`src/hsvrgb_pkg.sv`:
```
package hsvrgb_pkg;

    localparam int unsigned HUE_W    = 9;
    localparam int unsigned PCT_W    = 7;
    localparam int unsigned CHAN_W   = 8;
    localparam int unsigned TMID_W   = 6;
    localparam int unsigned SCALE_W  = 15;   // 255 * value
    localparam int unsigned DIFF_W   = 13;   // 6000 - sat * t
    localparam int unsigned PROD_W   = 28;   // scaled value times difference
    localparam int unsigned RECIP_W  = 29;
    localparam int unsigned QPROD_W  = PROD_W + RECIP_W;
    localparam int unsigned RECIP_SH = 48;

    localparam logic [HUE_W-1:0]   HUE_MAX   = 9'd360;
    localparam logic [PCT_W-1:0]   PCT_MAX   = 7'd100;
    localparam logic [DIFF_W-1:0]  FULL_DIFF = 13'd6000;
    localparam logic [TMID_W-1:0]  T_LOW     = 6'd60;
    // ceil(2^48 / 600000): exact floor division for every product below 2^28.
    localparam logic [RECIP_W-1:0] RECIP     = 29'd469124962;

    typedef enum logic [2:0] {
        SEC_R_TO_Y = 3'd0,
        SEC_Y_TO_G = 3'd1,
        SEC_G_TO_C = 3'd2,
        SEC_C_TO_B = 3'd3,
        SEC_B_TO_M = 3'd4,
        SEC_M_TO_R = 3'd5
    } sector_t;

    typedef struct packed {
        logic               oor;
        sector_t            sector;
        logic [TMID_W-1:0]  tmid;
        logic [PCT_W-1:0]   sat;
        logic [SCALE_W-1:0] vscale;
    } dec_t;

    typedef struct packed {
        logic               oor;
        sector_t            sector;
        logic [SCALE_W-1:0] vscale;
        logic [DIFF_W-1:0]  dmid;
        logic [DIFF_W-1:0]  dlo;
    } diff_t;

    typedef struct packed {
        logic              oor;
        sector_t           sector;
        logic [PROD_W-1:0] phi;
        logic [PROD_W-1:0] pmid;
        logic [PROD_W-1:0] plo;
    } prod_t;

endpackage

```
`src/hsv_to_rgb_convert_top.sv`:
```
// Channel   Direction  Handshake          Payload
// s_        in         s_valid / s_ready  s_hue[8:0], s_saturation[6:0], s_brightness[6:0]
// m_        out        m_valid / m_ready  m_red, m_green, m_blue [7:0], m_out_of_range
//
// One beat is accepted every clock cycle unless a stall on m_ready has filled
// every stage; each beat passes through the four register stages of the pipeline.
// Reset is synchronous and active low on aresetn; it empties every stage.
// A stall on m_ready holds the output stage, and each earlier stage keeps
// taking beats until it is full, so bubbles are squeezed out during a stall.
module hsv_to_rgb_convert_top (
    input  logic                          aclk,
    input  logic                          aresetn,
    input  logic                          s_valid,
    output logic                          s_ready,
    input  logic [hsvrgb_pkg::HUE_W-1:0]  s_hue,
    input  logic [hsvrgb_pkg::PCT_W-1:0]  s_saturation,
    input  logic [hsvrgb_pkg::PCT_W-1:0]  s_brightness,
    output logic                          m_valid,
    input  logic                          m_ready,
    output logic [hsvrgb_pkg::CHAN_W-1:0] m_red,
    output logic [hsvrgb_pkg::CHAN_W-1:0] m_green,
    output logic [hsvrgb_pkg::CHAN_W-1:0] m_blue,
    output logic                          m_out_of_range
);
    import hsvrgb_pkg::*;

    // Between the stages every beat carries its own valid bit, and each stage
    // is ready when it is empty or when the stage after it is ready.
    logic  dec_valid, dec_ready;
    dec_t  dec_data;
    logic  prod_valid, prod_ready;
    prod_t prod_data;

    // Stage one: range check, sector of the hue and the distance of the
    // middle channel from the sector edge, and 255 times the value.
    hsvrgb_decode u_decode (
        .aclk      (aclk),
        .aresetn   (aresetn),
        .in_valid  (s_valid),
        .in_ready  (s_ready),
        .hue       (s_hue),
        .sat       (s_saturation),
        .val       (s_brightness),
        .out_valid (dec_valid),
        .out_ready (dec_ready),
        .out_data  (dec_data)
    );

    // Stages two and three: the weights for the three channels, then their
    // products with the scaled value.
    hsvrgb_scale u_scale (
        .aclk      (aclk),
        .aresetn   (aresetn),
        .in_valid  (dec_valid),
        .in_ready  (dec_ready),
        .in_data   (dec_data),
        .out_valid (prod_valid),
        .out_ready (prod_ready),
        .out_data  (prod_data)
    );

    // Stage four: floor division by 600000 and assignment of the largest,
    // middle and smallest levels to red, green and blue by sector. An input
    // out of range forces all three channels to zero.
    hsvrgb_quot u_quot (
        .aclk         (aclk),
        .aresetn      (aresetn),
        .in_valid     (prod_valid),
        .in_ready     (prod_ready),
        .in_data      (prod_data),
        .out_valid    (m_valid),
        .out_ready    (m_ready),
        .red          (m_red),
        .green        (m_green),
        .blue         (m_blue),
        .out_of_range (m_out_of_range)
    );

endmodule

```
`src/hsvrgb_decode.sv`:
```
module hsvrgb_decode (
    input  logic                          aclk,
    input  logic                          aresetn,
    input  logic                          in_valid,
    output logic                          in_ready,
    input  logic [hsvrgb_pkg::HUE_W-1:0]  hue,
    input  logic [hsvrgb_pkg::PCT_W-1:0]  sat,
    input  logic [hsvrgb_pkg::PCT_W-1:0]  val,
    output logic                          out_valid,
    input  logic                          out_ready,
    output hsvrgb_pkg::dec_t              out_data
);
    import hsvrgb_pkg::*;

    localparam logic [HUE_W-1:0] HUE_60  = 9'd60;
    localparam logic [HUE_W-1:0] HUE_120 = 9'd120;
    localparam logic [HUE_W-1:0] HUE_180 = 9'd180;
    localparam logic [HUE_W-1:0] HUE_240 = 9'd240;
    localparam logic [HUE_W-1:0] HUE_300 = 9'd300;

    logic       valid_reg;
    dec_t       data_reg;
    dec_t       data_next;
    logic [HUE_W-1:0] rem;
    logic [HUE_W-1:0] tdist;

    assign in_ready  = !valid_reg || out_ready;
    assign out_valid = valid_reg;
    assign out_data  = data_reg;

    always_comb begin
        data_next.oor = (hue > HUE_MAX) || (sat > PCT_MAX) || (val > PCT_MAX);

        if (hue < HUE_60) begin
            data_next.sector = SEC_R_TO_Y;
        end else if (hue < HUE_120) begin
            data_next.sector = SEC_Y_TO_G;
        end else if (hue < HUE_180) begin
            data_next.sector = SEC_G_TO_C;
        end else if (hue < HUE_240) begin
            data_next.sector = SEC_C_TO_B;
        end else if (hue < HUE_300) begin
            data_next.sector = SEC_B_TO_M;
        end else begin
            data_next.sector = SEC_M_TO_R;
        end

        // Hue modulo 120 for hues below 480, by subtracting the largest of 360, 240 and 120 not above it.
        if (hue >= HUE_MAX) begin
            rem = hue - HUE_MAX;
        end else if (hue >= HUE_240) begin
            rem = hue - HUE_240;
        end else if (hue >= HUE_120) begin
            rem = hue - HUE_120;
        end else begin
            rem = hue;
        end

        tdist = (rem >= HUE_60) ? (rem - HUE_60) : (HUE_60 - rem);

        data_next.tmid   = tdist[TMID_W-1:0];
        data_next.sat    = sat;
        data_next.vscale = {val, 8'b0} - SCALE_W'(val);
    end

    always_ff @(posedge aclk) begin
        if (!aresetn) begin
            valid_reg <= 1'b0;
        end else if (in_ready) begin
            valid_reg <= in_valid;
        end
        if (in_ready && in_valid) begin
            data_reg <= data_next;
        end
    end

endmodule

```
`src/hsvrgb_scale.sv`:
```
module hsvrgb_scale (
    input  logic              aclk,
    input  logic              aresetn,
    input  logic              in_valid,
    output logic              in_ready,
    input  hsvrgb_pkg::dec_t  in_data,
    output logic              out_valid,
    input  logic              out_ready,
    output hsvrgb_pkg::prod_t out_data
);
    import hsvrgb_pkg::*;

    logic  diff_valid_reg;
    diff_t diff_reg;
    diff_t diff_next;
    logic  diff_ready;

    logic  prod_valid_reg;
    prod_t prod_reg;
    prod_t prod_next;

    logic [DIFF_W-1:0] smid;
    logic [DIFF_W-1:0] slo;

    assign diff_ready = !prod_valid_reg || out_ready;
    assign in_ready   = !diff_valid_reg || diff_ready;
    assign out_valid  = prod_valid_reg;
    assign out_data   = prod_reg;

    // First stage: the weight 6000 - sat * t for the middle and smallest channels.
    always_comb begin
        smid = DIFF_W'(in_data.sat) * DIFF_W'(in_data.tmid);
        slo  = DIFF_W'(in_data.sat) * DIFF_W'(T_LOW);
        diff_next.oor    = in_data.oor;
        diff_next.sector = in_data.sector;
        diff_next.vscale = in_data.vscale;
        diff_next.dmid   = FULL_DIFF - smid;
        diff_next.dlo    = FULL_DIFF - slo;
    end

    // Second stage: scale each weight by 255 * value.
    always_comb begin
        prod_next.oor    = diff_reg.oor;
        prod_next.sector = diff_reg.sector;
        prod_next.phi    = PROD_W'(diff_reg.vscale) * PROD_W'(FULL_DIFF);
        prod_next.pmid   = PROD_W'(diff_reg.vscale) * PROD_W'(diff_reg.dmid);
        prod_next.plo    = PROD_W'(diff_reg.vscale) * PROD_W'(diff_reg.dlo);
    end

    always_ff @(posedge aclk) begin
        if (!aresetn) begin
            diff_valid_reg <= 1'b0;
            prod_valid_reg <= 1'b0;
        end else begin
            if (in_ready) begin
                diff_valid_reg <= in_valid;
            end
            if (diff_ready) begin
                prod_valid_reg <= diff_valid_reg;
            end
        end
        if (in_ready && in_valid) begin
            diff_reg <= diff_next;
        end
        if (diff_ready && diff_valid_reg) begin
            prod_reg <= prod_next;
        end
    end

endmodule

```
`src/hsvrgb_quot.sv`:
```
module hsvrgb_quot (
    input  logic                          aclk,
    input  logic                          aresetn,
    input  logic                          in_valid,
    output logic                          in_ready,
    input  hsvrgb_pkg::prod_t             in_data,
    output logic                          out_valid,
    input  logic                          out_ready,
    output logic [hsvrgb_pkg::CHAN_W-1:0] red,
    output logic [hsvrgb_pkg::CHAN_W-1:0] green,
    output logic [hsvrgb_pkg::CHAN_W-1:0] blue,
    output logic                          out_of_range
);
    import hsvrgb_pkg::*;

    logic              valid_reg;
    logic [CHAN_W-1:0] red_reg, green_reg, blue_reg;
    logic              oor_reg;
    logic [CHAN_W-1:0] red_next, green_next, blue_next;

    logic [QPROD_W-1:0] qhi, qmid, qlo;
    logic [CHAN_W-1:0]  hi, mid, lo;

    assign in_ready     = !valid_reg || out_ready;
    assign out_valid    = valid_reg;
    assign red          = red_reg;
    assign green        = green_reg;
    assign blue         = blue_reg;
    assign out_of_range = oor_reg;

    always_comb begin
        // Division by 600000 through the reciprocal; the quotient never exceeds 255.
        qhi  = QPROD_W'(in_data.phi)  * QPROD_W'(RECIP);
        qmid = QPROD_W'(in_data.pmid) * QPROD_W'(RECIP);
        qlo  = QPROD_W'(in_data.plo)  * QPROD_W'(RECIP);
        hi   = qhi[RECIP_SH +: CHAN_W];
        mid  = qmid[RECIP_SH +: CHAN_W];
        lo   = qlo[RECIP_SH +: CHAN_W];

        unique case (in_data.sector)
            SEC_R_TO_Y: begin red_next = hi;  green_next = mid; blue_next = lo;  end
            SEC_Y_TO_G: begin red_next = mid; green_next = hi;  blue_next = lo;  end
            SEC_G_TO_C: begin red_next = lo;  green_next = hi;  blue_next = mid; end
            SEC_C_TO_B: begin red_next = lo;  green_next = mid; blue_next = hi;  end
            SEC_B_TO_M: begin red_next = mid; green_next = lo;  blue_next = hi;  end
            default:    begin red_next = hi;  green_next = lo;  blue_next = mid; end
        endcase

        if (in_data.oor) begin
            red_next   = '0;
            green_next = '0;
            blue_next  = '0;
        end
    end

    always_ff @(posedge aclk) begin
        if (!aresetn) begin
            valid_reg <= 1'b0;
        end else if (in_ready) begin
            valid_reg <= in_valid;
        end
        if (in_ready && in_valid) begin
            red_reg   <= red_next;
            green_reg <= green_next;
            blue_reg  <= blue_next;
            oor_reg   <= in_data.oor;
        end
    end

endmodule

```
`config.mk`:
```
export PLATFORM = sky130hd
export DESIGN_NAME = hsv_to_rgb_convert_top
export DESIGN_NICKNAME = d
export VERILOG_FILES = /design/src/hsvrgb_pkg.sv /design/src/hsv_to_rgb_convert_top.sv /design/src/hsvrgb_decode.sv /design/src/hsvrgb_scale.sv /design/src/hsvrgb_quot.sv
export SDC_FILE = /design/constraint.sdc
export NUM_CORES = 2
export LEC_CHECK = 0
export BUFFER_PORTS_ARGS = -buffer_cell sky130_fd_sc_hd__clkbuf_2
export CAP_MARGIN = 0
export CORE_MARGIN = 4
export CORE_UTILIZATION = 65
export DETAILED_ROUTE_END_ITERATION = 8
export PLACE_DENSITY = 0.83
export SKIP_CTS_REPAIR_TIMING = 1
export SYNTH_ARGS = -nofsm -noshare
export SYNTH_HDL_FRONTEND = slang
export SYNTH_SLANG_ARGS = --single-unit
```
`constraint.sdc`:
```
create_clock -name aclk -period 9.4 [get_ports aclk]
set_input_delay 1.88 -clock aclk [delete_from_list [all_inputs] [get_ports aclk]]
set_output_delay 1.88 -clock aclk [all_outputs]
set_load 0.005 [all_outputs]
```
Word-level counts from Yosys, hierarchy flattened
Index checks and enable logic that the tools add are counted.
{"block": "totals", "reg_bits": 190, "inputBits": 27, "wordCells": 91}
{"block": "classes", "n_addsub": 8, "mul": 8, "order_cmp": 12, "n_eq_ne": 4, "muxes": 11, "n_reduce_logical": 23}
{"cell": "multiplier 28 x 28 -> 55 bit (second input constant)", "n": 2}
{"cell": "multiplier 15 x 13 -> 28 bit", "n": 2}
{"cell": "multiplier 24 x 28 -> 51 bit (second input constant)", "n": 1}
{"cell": "one-hot mux 8 bit (2 select lines)", "n": 3}
{"cell": "two-way mux 9 bit", "n": 3}
{"cell": "subtractor 13 bit (first input constant)", "n": 2}
{"cell": "multiplier 15 x 9 -> 24 bit (second input constant)", "n": 1}
{"cell": "< comparator 9 x 8 -> 1 bit (second input constant)", "n": 2}
{"cell": "subtractor 15 x 7 -> 15 bit", "n": 1}
{"cell": "greater-than comparator 7 bit (second input constant)", "n": 2}
{"cell": "OR reduction 2 bit", "n": 7}
{"cell": "multiplier 7 x 6 -> 13 bit", "n": 1}
{"cell": "multiplier 7 x 4 -> 11 bit (second input constant)", "n": 1}
{"cell": "greater-or-equal comparator 9 x 6 -> 1 bit (second input constant)", "n": 1}
{"cell": "greater-or-equal comparator 9 x 7 -> 1 bit (second input constant)", "n": 1}
{"cell": "greater-or-equal comparator 9 x 8 -> 1 bit (second input constant)", "n": 1}
{"cell": "greater-or-equal comparator 9 bit (second input constant)", "n": 1}
{"cell": "greater-than comparator 9 bit (second input constant)", "n": 1}
{"cell": "< comparator 9 x 6 -> 1 bit (second input constant)", "n": 1}
{"cell": "< comparator 9 x 7 -> 1 bit (second input constant)", "n": 1}
{"cell": "< comparator 9 bit (second input constant)", "n": 1}
{"cell": "subtractor 9 x 7 -> 9 bit (second input constant)", "n": 1}
{"cell": "subtractor 9 x 8 -> 9 bit (second input constant)", "n": 1}
{"cell": "subtractor 9 bit (second input constant)", "n": 1}
{"cell": "13 further kinds", "n": 27}

Longest topological paths before layout
{"block": "logic_depth", "depth_word": 6, "depth_mapped": 26, "mapped_depth_nobuf": 26}

Modules after synthesis
Synthesis repeated with hierarchy kept, for this count alone.
{"block": "unflattened", "cells_unflattened": 6444, "hier_area_um2": 62964.1}
{"mod": "hsvrgb_quot", "n_inst": 1, "cells_per_inst": 4109, "area_per_inst_um2": 39690.6}
{"mod": "hsvrgb_scale", "n_inst": 1, "cells_per_inst": 2143, "area_per_inst_um2": 21227.9}
{"mod": "hsvrgb_decode", "n_inst": 1, "cells_per_inst": 192, "area_per_inst_um2": 2045.7}

Worst setup path before layout
OpenSTA, ideal clock, no wires.
{"block": "synth_timing", "kind": "register to register", "startpoint": "register u_scale.prod_reg, in the netlist u_scale.out_data[38]", "endpoint": "register u_quot.green_reg[7], in the netlist u_quot.green[7], data pin", "setup_time_ns": 0.256, "t_arrival_ns": 6.667, "required_time_ns": 9.144, "path_slack_ns": 2.476, "stages_incl_launch_ff": 25, "path_buffers": 1, "synth_period_minus_slack_ns": 6.924, "cell_sequence": "edfxtp_1 inv_1 fa_1 clkbuf_1 xor2_1 ha_1 o21bai_1 fa_1 fa_1 fa_1 fa_1 inv_1 fa_1 inv_1 ha_1 nand4_1 or3b_1 or3_4 nor3_4 a2111oi_2 o21ba_2 o31ai_4 xor2_2 mux2_2 a22o_1"}
{"block": "synth_via", "elab_chain_cells": 2}
{"element": "start, declared", "line_no": "hsvrgb_scale.sv:19", "source": "prod_t prod_reg;"}
{"element": "start signal, assigned", "line_no": "hsvrgb_scale.sv:66", "source": "prod_reg <= prod_next;"}
{"element": "multiplier 28 x 28 -> 55 bit", "line_no": "hsvrgb_quot.sv:34", "source": "qmid = QPROD_W'(in_data.pmid) * QPROD_W'(RECIP);"}
{"element": "one-hot mux 8 bit (2 select lines)", "line_no": "hsvrgb_quot.sv:40", "source": "unique case (in_data.sector)"}
{"element": "end signal, assigned", "line_no": "hsvrgb_quot.sv:64", "source": "green_reg <= green_next;"}
{"element": "end, declared", "line_no": "hsvrgb_quot.sv:17", "source": "logic [CHAN_W-1:0] red_reg, green_reg, blue_reg;"}
Every way passes these cells.
A chain may end at the register's enable or synchronous reset.

Final worst setup path
{"block": "layout_timing", "startpoint": "register u_scale.prod_reg, in the netlist u_scale.out_data[2]", "endpoint": "register u_quot.blue_reg[7], in the netlist u_quot.blue[7], data pin"}
{"block": "layout_via", "elab_chain_cells": 2}
{"element": "multiplier 28 x 28 -> 55 bit", "line_no": "hsvrgb_quot.sv:35", "source": "qlo = QPROD_W'(in_data.plo) * QPROD_W'(RECIP);"}
{"element": "one-hot mux 8 bit (2 select lines)", "line_no": "hsvrgb_quot.sv:40"}
{"element": "end signal, assigned", "line_no": "hsvrgb_quot.sv:65", "source": "blue_reg <= blue_next;"}
{"element": "end, declared", "line_no": "hsvrgb_quot.sv:17"}
Every way passes these cells.

==> impl_metrics.json <==
{
  "outcome": "finished, final reports clean",
  "drtIter0Drc": 3221,
  "crit_path_max_incr_delay_ps": 840,
  "critPathRequiredTime_ps": 9730,
  "die_h_um": 307.4,
  "synth_top_area_share_pct": 40.89,
  "final_area_mm2": 0.06048,
  "start_kind": "register",
  "start_util_pct": 65.72,
  "netlist_top_cells_count": "1800 x inv_1, 1190 x fa_1, 1009 x ha_1",
  "critPathBufInv": 4,
  "synth_area_mm2": 0.05826,
  "critical_path_arrival_ps": 8130,
  "via_per_inst": 5.691,
  "rows": 109,
  "yosys_warnings": 0,
  "endpoint_kind": "register",
  "drc": 0,
  "final_core_util_pct": 68.23,
  "post_dp_cell_area_mm2": 0.05988,
  "netlist_instances": 5796,
  "finalSetupTns_ps": 0,
  "multi_input_area_mm2": 0.04570,
  "die_w_um": 307.4,
  "worstSetupPathType": "reg -> reg",
  "critical_path.cell_chain": "fa_1 > xor2_1 > ha_1 > or2_2 > ha_1 > inv_1 > fa_1 > inv_1 > ha_1 > ha_1 > inv_1 > fa_1 > inv_1 > ha_1 > nor3_1 > o41ai_1 > a221oi_1 > o211ai_1 > a22oi_1 > nand2_1 > a221oi_2 > xnor2_1 > a221o_1 > nor4_2",
  "fin_worst_skew_ps": 29.69,
  "syn2layout_area_growth_pct": 3.810,
  "grt_pass1_vias": 43380,
  "core_area_mm2": 0.08865,
  "synthTopCellsByArea": "fa_1 41%, ha_1 22%, inv_1 12%",
  "clk_latency_ps": 520,
  "port_buffers": 53,
  "n_fill_cell": 6702,
  "gp_congestion": 1.058,
  "synth_area_leader_cell": "fa_1",
  "cts_buffers": 17,
  "period_share_pct": 82.98,
  "synth_ff_type": "edfxtp_1",
  "drtAntennaViolNets": 0,
  "grt_first_pass_wirelength_um": 233000,
  "synth_nets": 8022,
  "path_common_cell": "ha_1",
  "vias": 39770,
  "final_nets": 8035,
  "crit_family": "adder cells",
  "synth_enable_flop_cells": 182,
  "dr.pass1.iters": 6,
  "max_slew.worst_pin.slew_ps": 1087,
  "avgSynthCellArea_um2": 10.05,
  "post-synth-top-count-cell": "inv_1",
  "period_needed_ps": 7800,
  "htreeDepth": 4,
  "dp_hpwl_um": 127500,
  "clkSlewWorstSetupHoldPaths_ps": 90,
  "cts_sinks": 186,
  "postRouteWirelength_um": 144800,
  "crit_slowest_cell": "a221oi_1",
  "path_max_fanout": 11,
  "grt_max_degree": 48,
  "globalRoute.totalOverflow": 0,
  "dieArea_mm2": 0.09449,
  "wl_per_cell_um": 20.72,
  "yosysSeqAreaShare_pct": 9.518,
  "hold_slack_ps": 424.4,
  "fmax_ghz": 0.1282,
  "cts_tree": "done",
  "drive_gt1_share_pct": 2.388,
  "cts_buffer_depth": 2,
  "ios": 54,
  "rsz0062_at_grt": "false",
  "grt_usage_pct": 31.94,
  "ys_seq_elements": 186,
  "antenna_found_initial": 3,
  "hold_violations": 0,
  "finalSetupViolations": 0,
  "cts-root-buf": "clkbuf_16",
  "layout.area.seq_mm2": 0.005545,
  "synth_cell_types": 77,
  "synthArstFlopShare_pct": 0,
  "finalMaxSlewViolations": 0,
  "timing.slew.headroom_pct": 27.52,
  "hold_class": "reg -> reg",
  "cap_violations": 0,
  "largest_reg_flops": 82
}
[area by class of cell]
type / instances / area share, %
Multi-Input combinational cell: 3731 / 75.56
Inverter: 1800 / 11.17
Sequential cell: 186 / 9.168
Tap cell: 1165 / 2.410
Clock buffer: 17 / 0.7034
Timing Repair Buffer: 73 / 0.6868
Clock inverter: 14 / 0.2917
Antenna cell: 2 / 0.008275
[kinds of logic after synthesis]
group                      synth area share [%]
and+or+nand+nor                           7.100
adders and majority gates                 62.56
muxes                                    0.1460
buffers and inverters                     12.11
DFF                                       9.518
xor gates and xnor gates                  2.687
AOI/OAI and AO/OA                         5.888
[per-stage QoR]
step	cells	worst slack (ps)
after CTS	6986	1660
after floorplan	5796	2476
final	6988	1600
after detailed placement	6955	1738
after global placement	6955	1865
after global routing	6986	1308
[cells in the final DEF (no fill, tap or decap), types with 9 or more instances in the layout]
cell type,count
nand2_1,311
clkbuf_16,17
o21a_1,20
a22oi_1,9
o211ai_1,14
xnor2_1,107
o22ai_1,11
a31oi_1,24
buf_4,20
nor4_1,12
fa_1,1190
nor2b_1,21
inv_1,1800
o21ai_0,69
nand4_1,18
nand3_1,49
nor2_1,96
edfxtp_1,182
xor2_1,68
nand2b_1,25
a211oi_1,22
nor3_1,30
a21oi_1,146
and2_1,209
or3_1,15
ha_1,1009
a21o_1,86
o21bai_1,39
clkbuf_2,53
[path summary, 6_finish.rpt]
check / depth (start not counted) / to / slack, ps / from
worst max-delay path: 24 / u_quot.blue[7]$_SDFFCE_PP0P_ / 1600 / u_scale.out_data[2]$_DFFE_PP_
worst min-delay path: 0 / u_scale.diff_reg[40]$_DFFE_PP_ / 420 / u_decode.out_data[14]$_DFFE_PP_
worst max register to register: 24 / u_quot.blue[7]$_SDFFCE_PP0P_ / 1600 / u_scale.out_data[2]$_DFFE_PP_
worst min register to register: 0 / u_scale.diff_reg[40]$_DFFE_PP_ / 420 / u_decode.out_data[14]$_DFFE_PP_
[per-layer routing]
layer / up-vias / GRT usage, % / share of wire, %
met4: 0 / 9.396 / 3.1
li1: 17700 / - / -
met1: 20130 / 43.64 / 41
met3: 286 / 7.166 / 9.4
met5: - / 0 / 0
met2: 1663 / 51.87 / 47
Power is left out: the tool's default activity adds up to more than one toggle a clock period on the data nets, which glitch-free logic cannot reach.
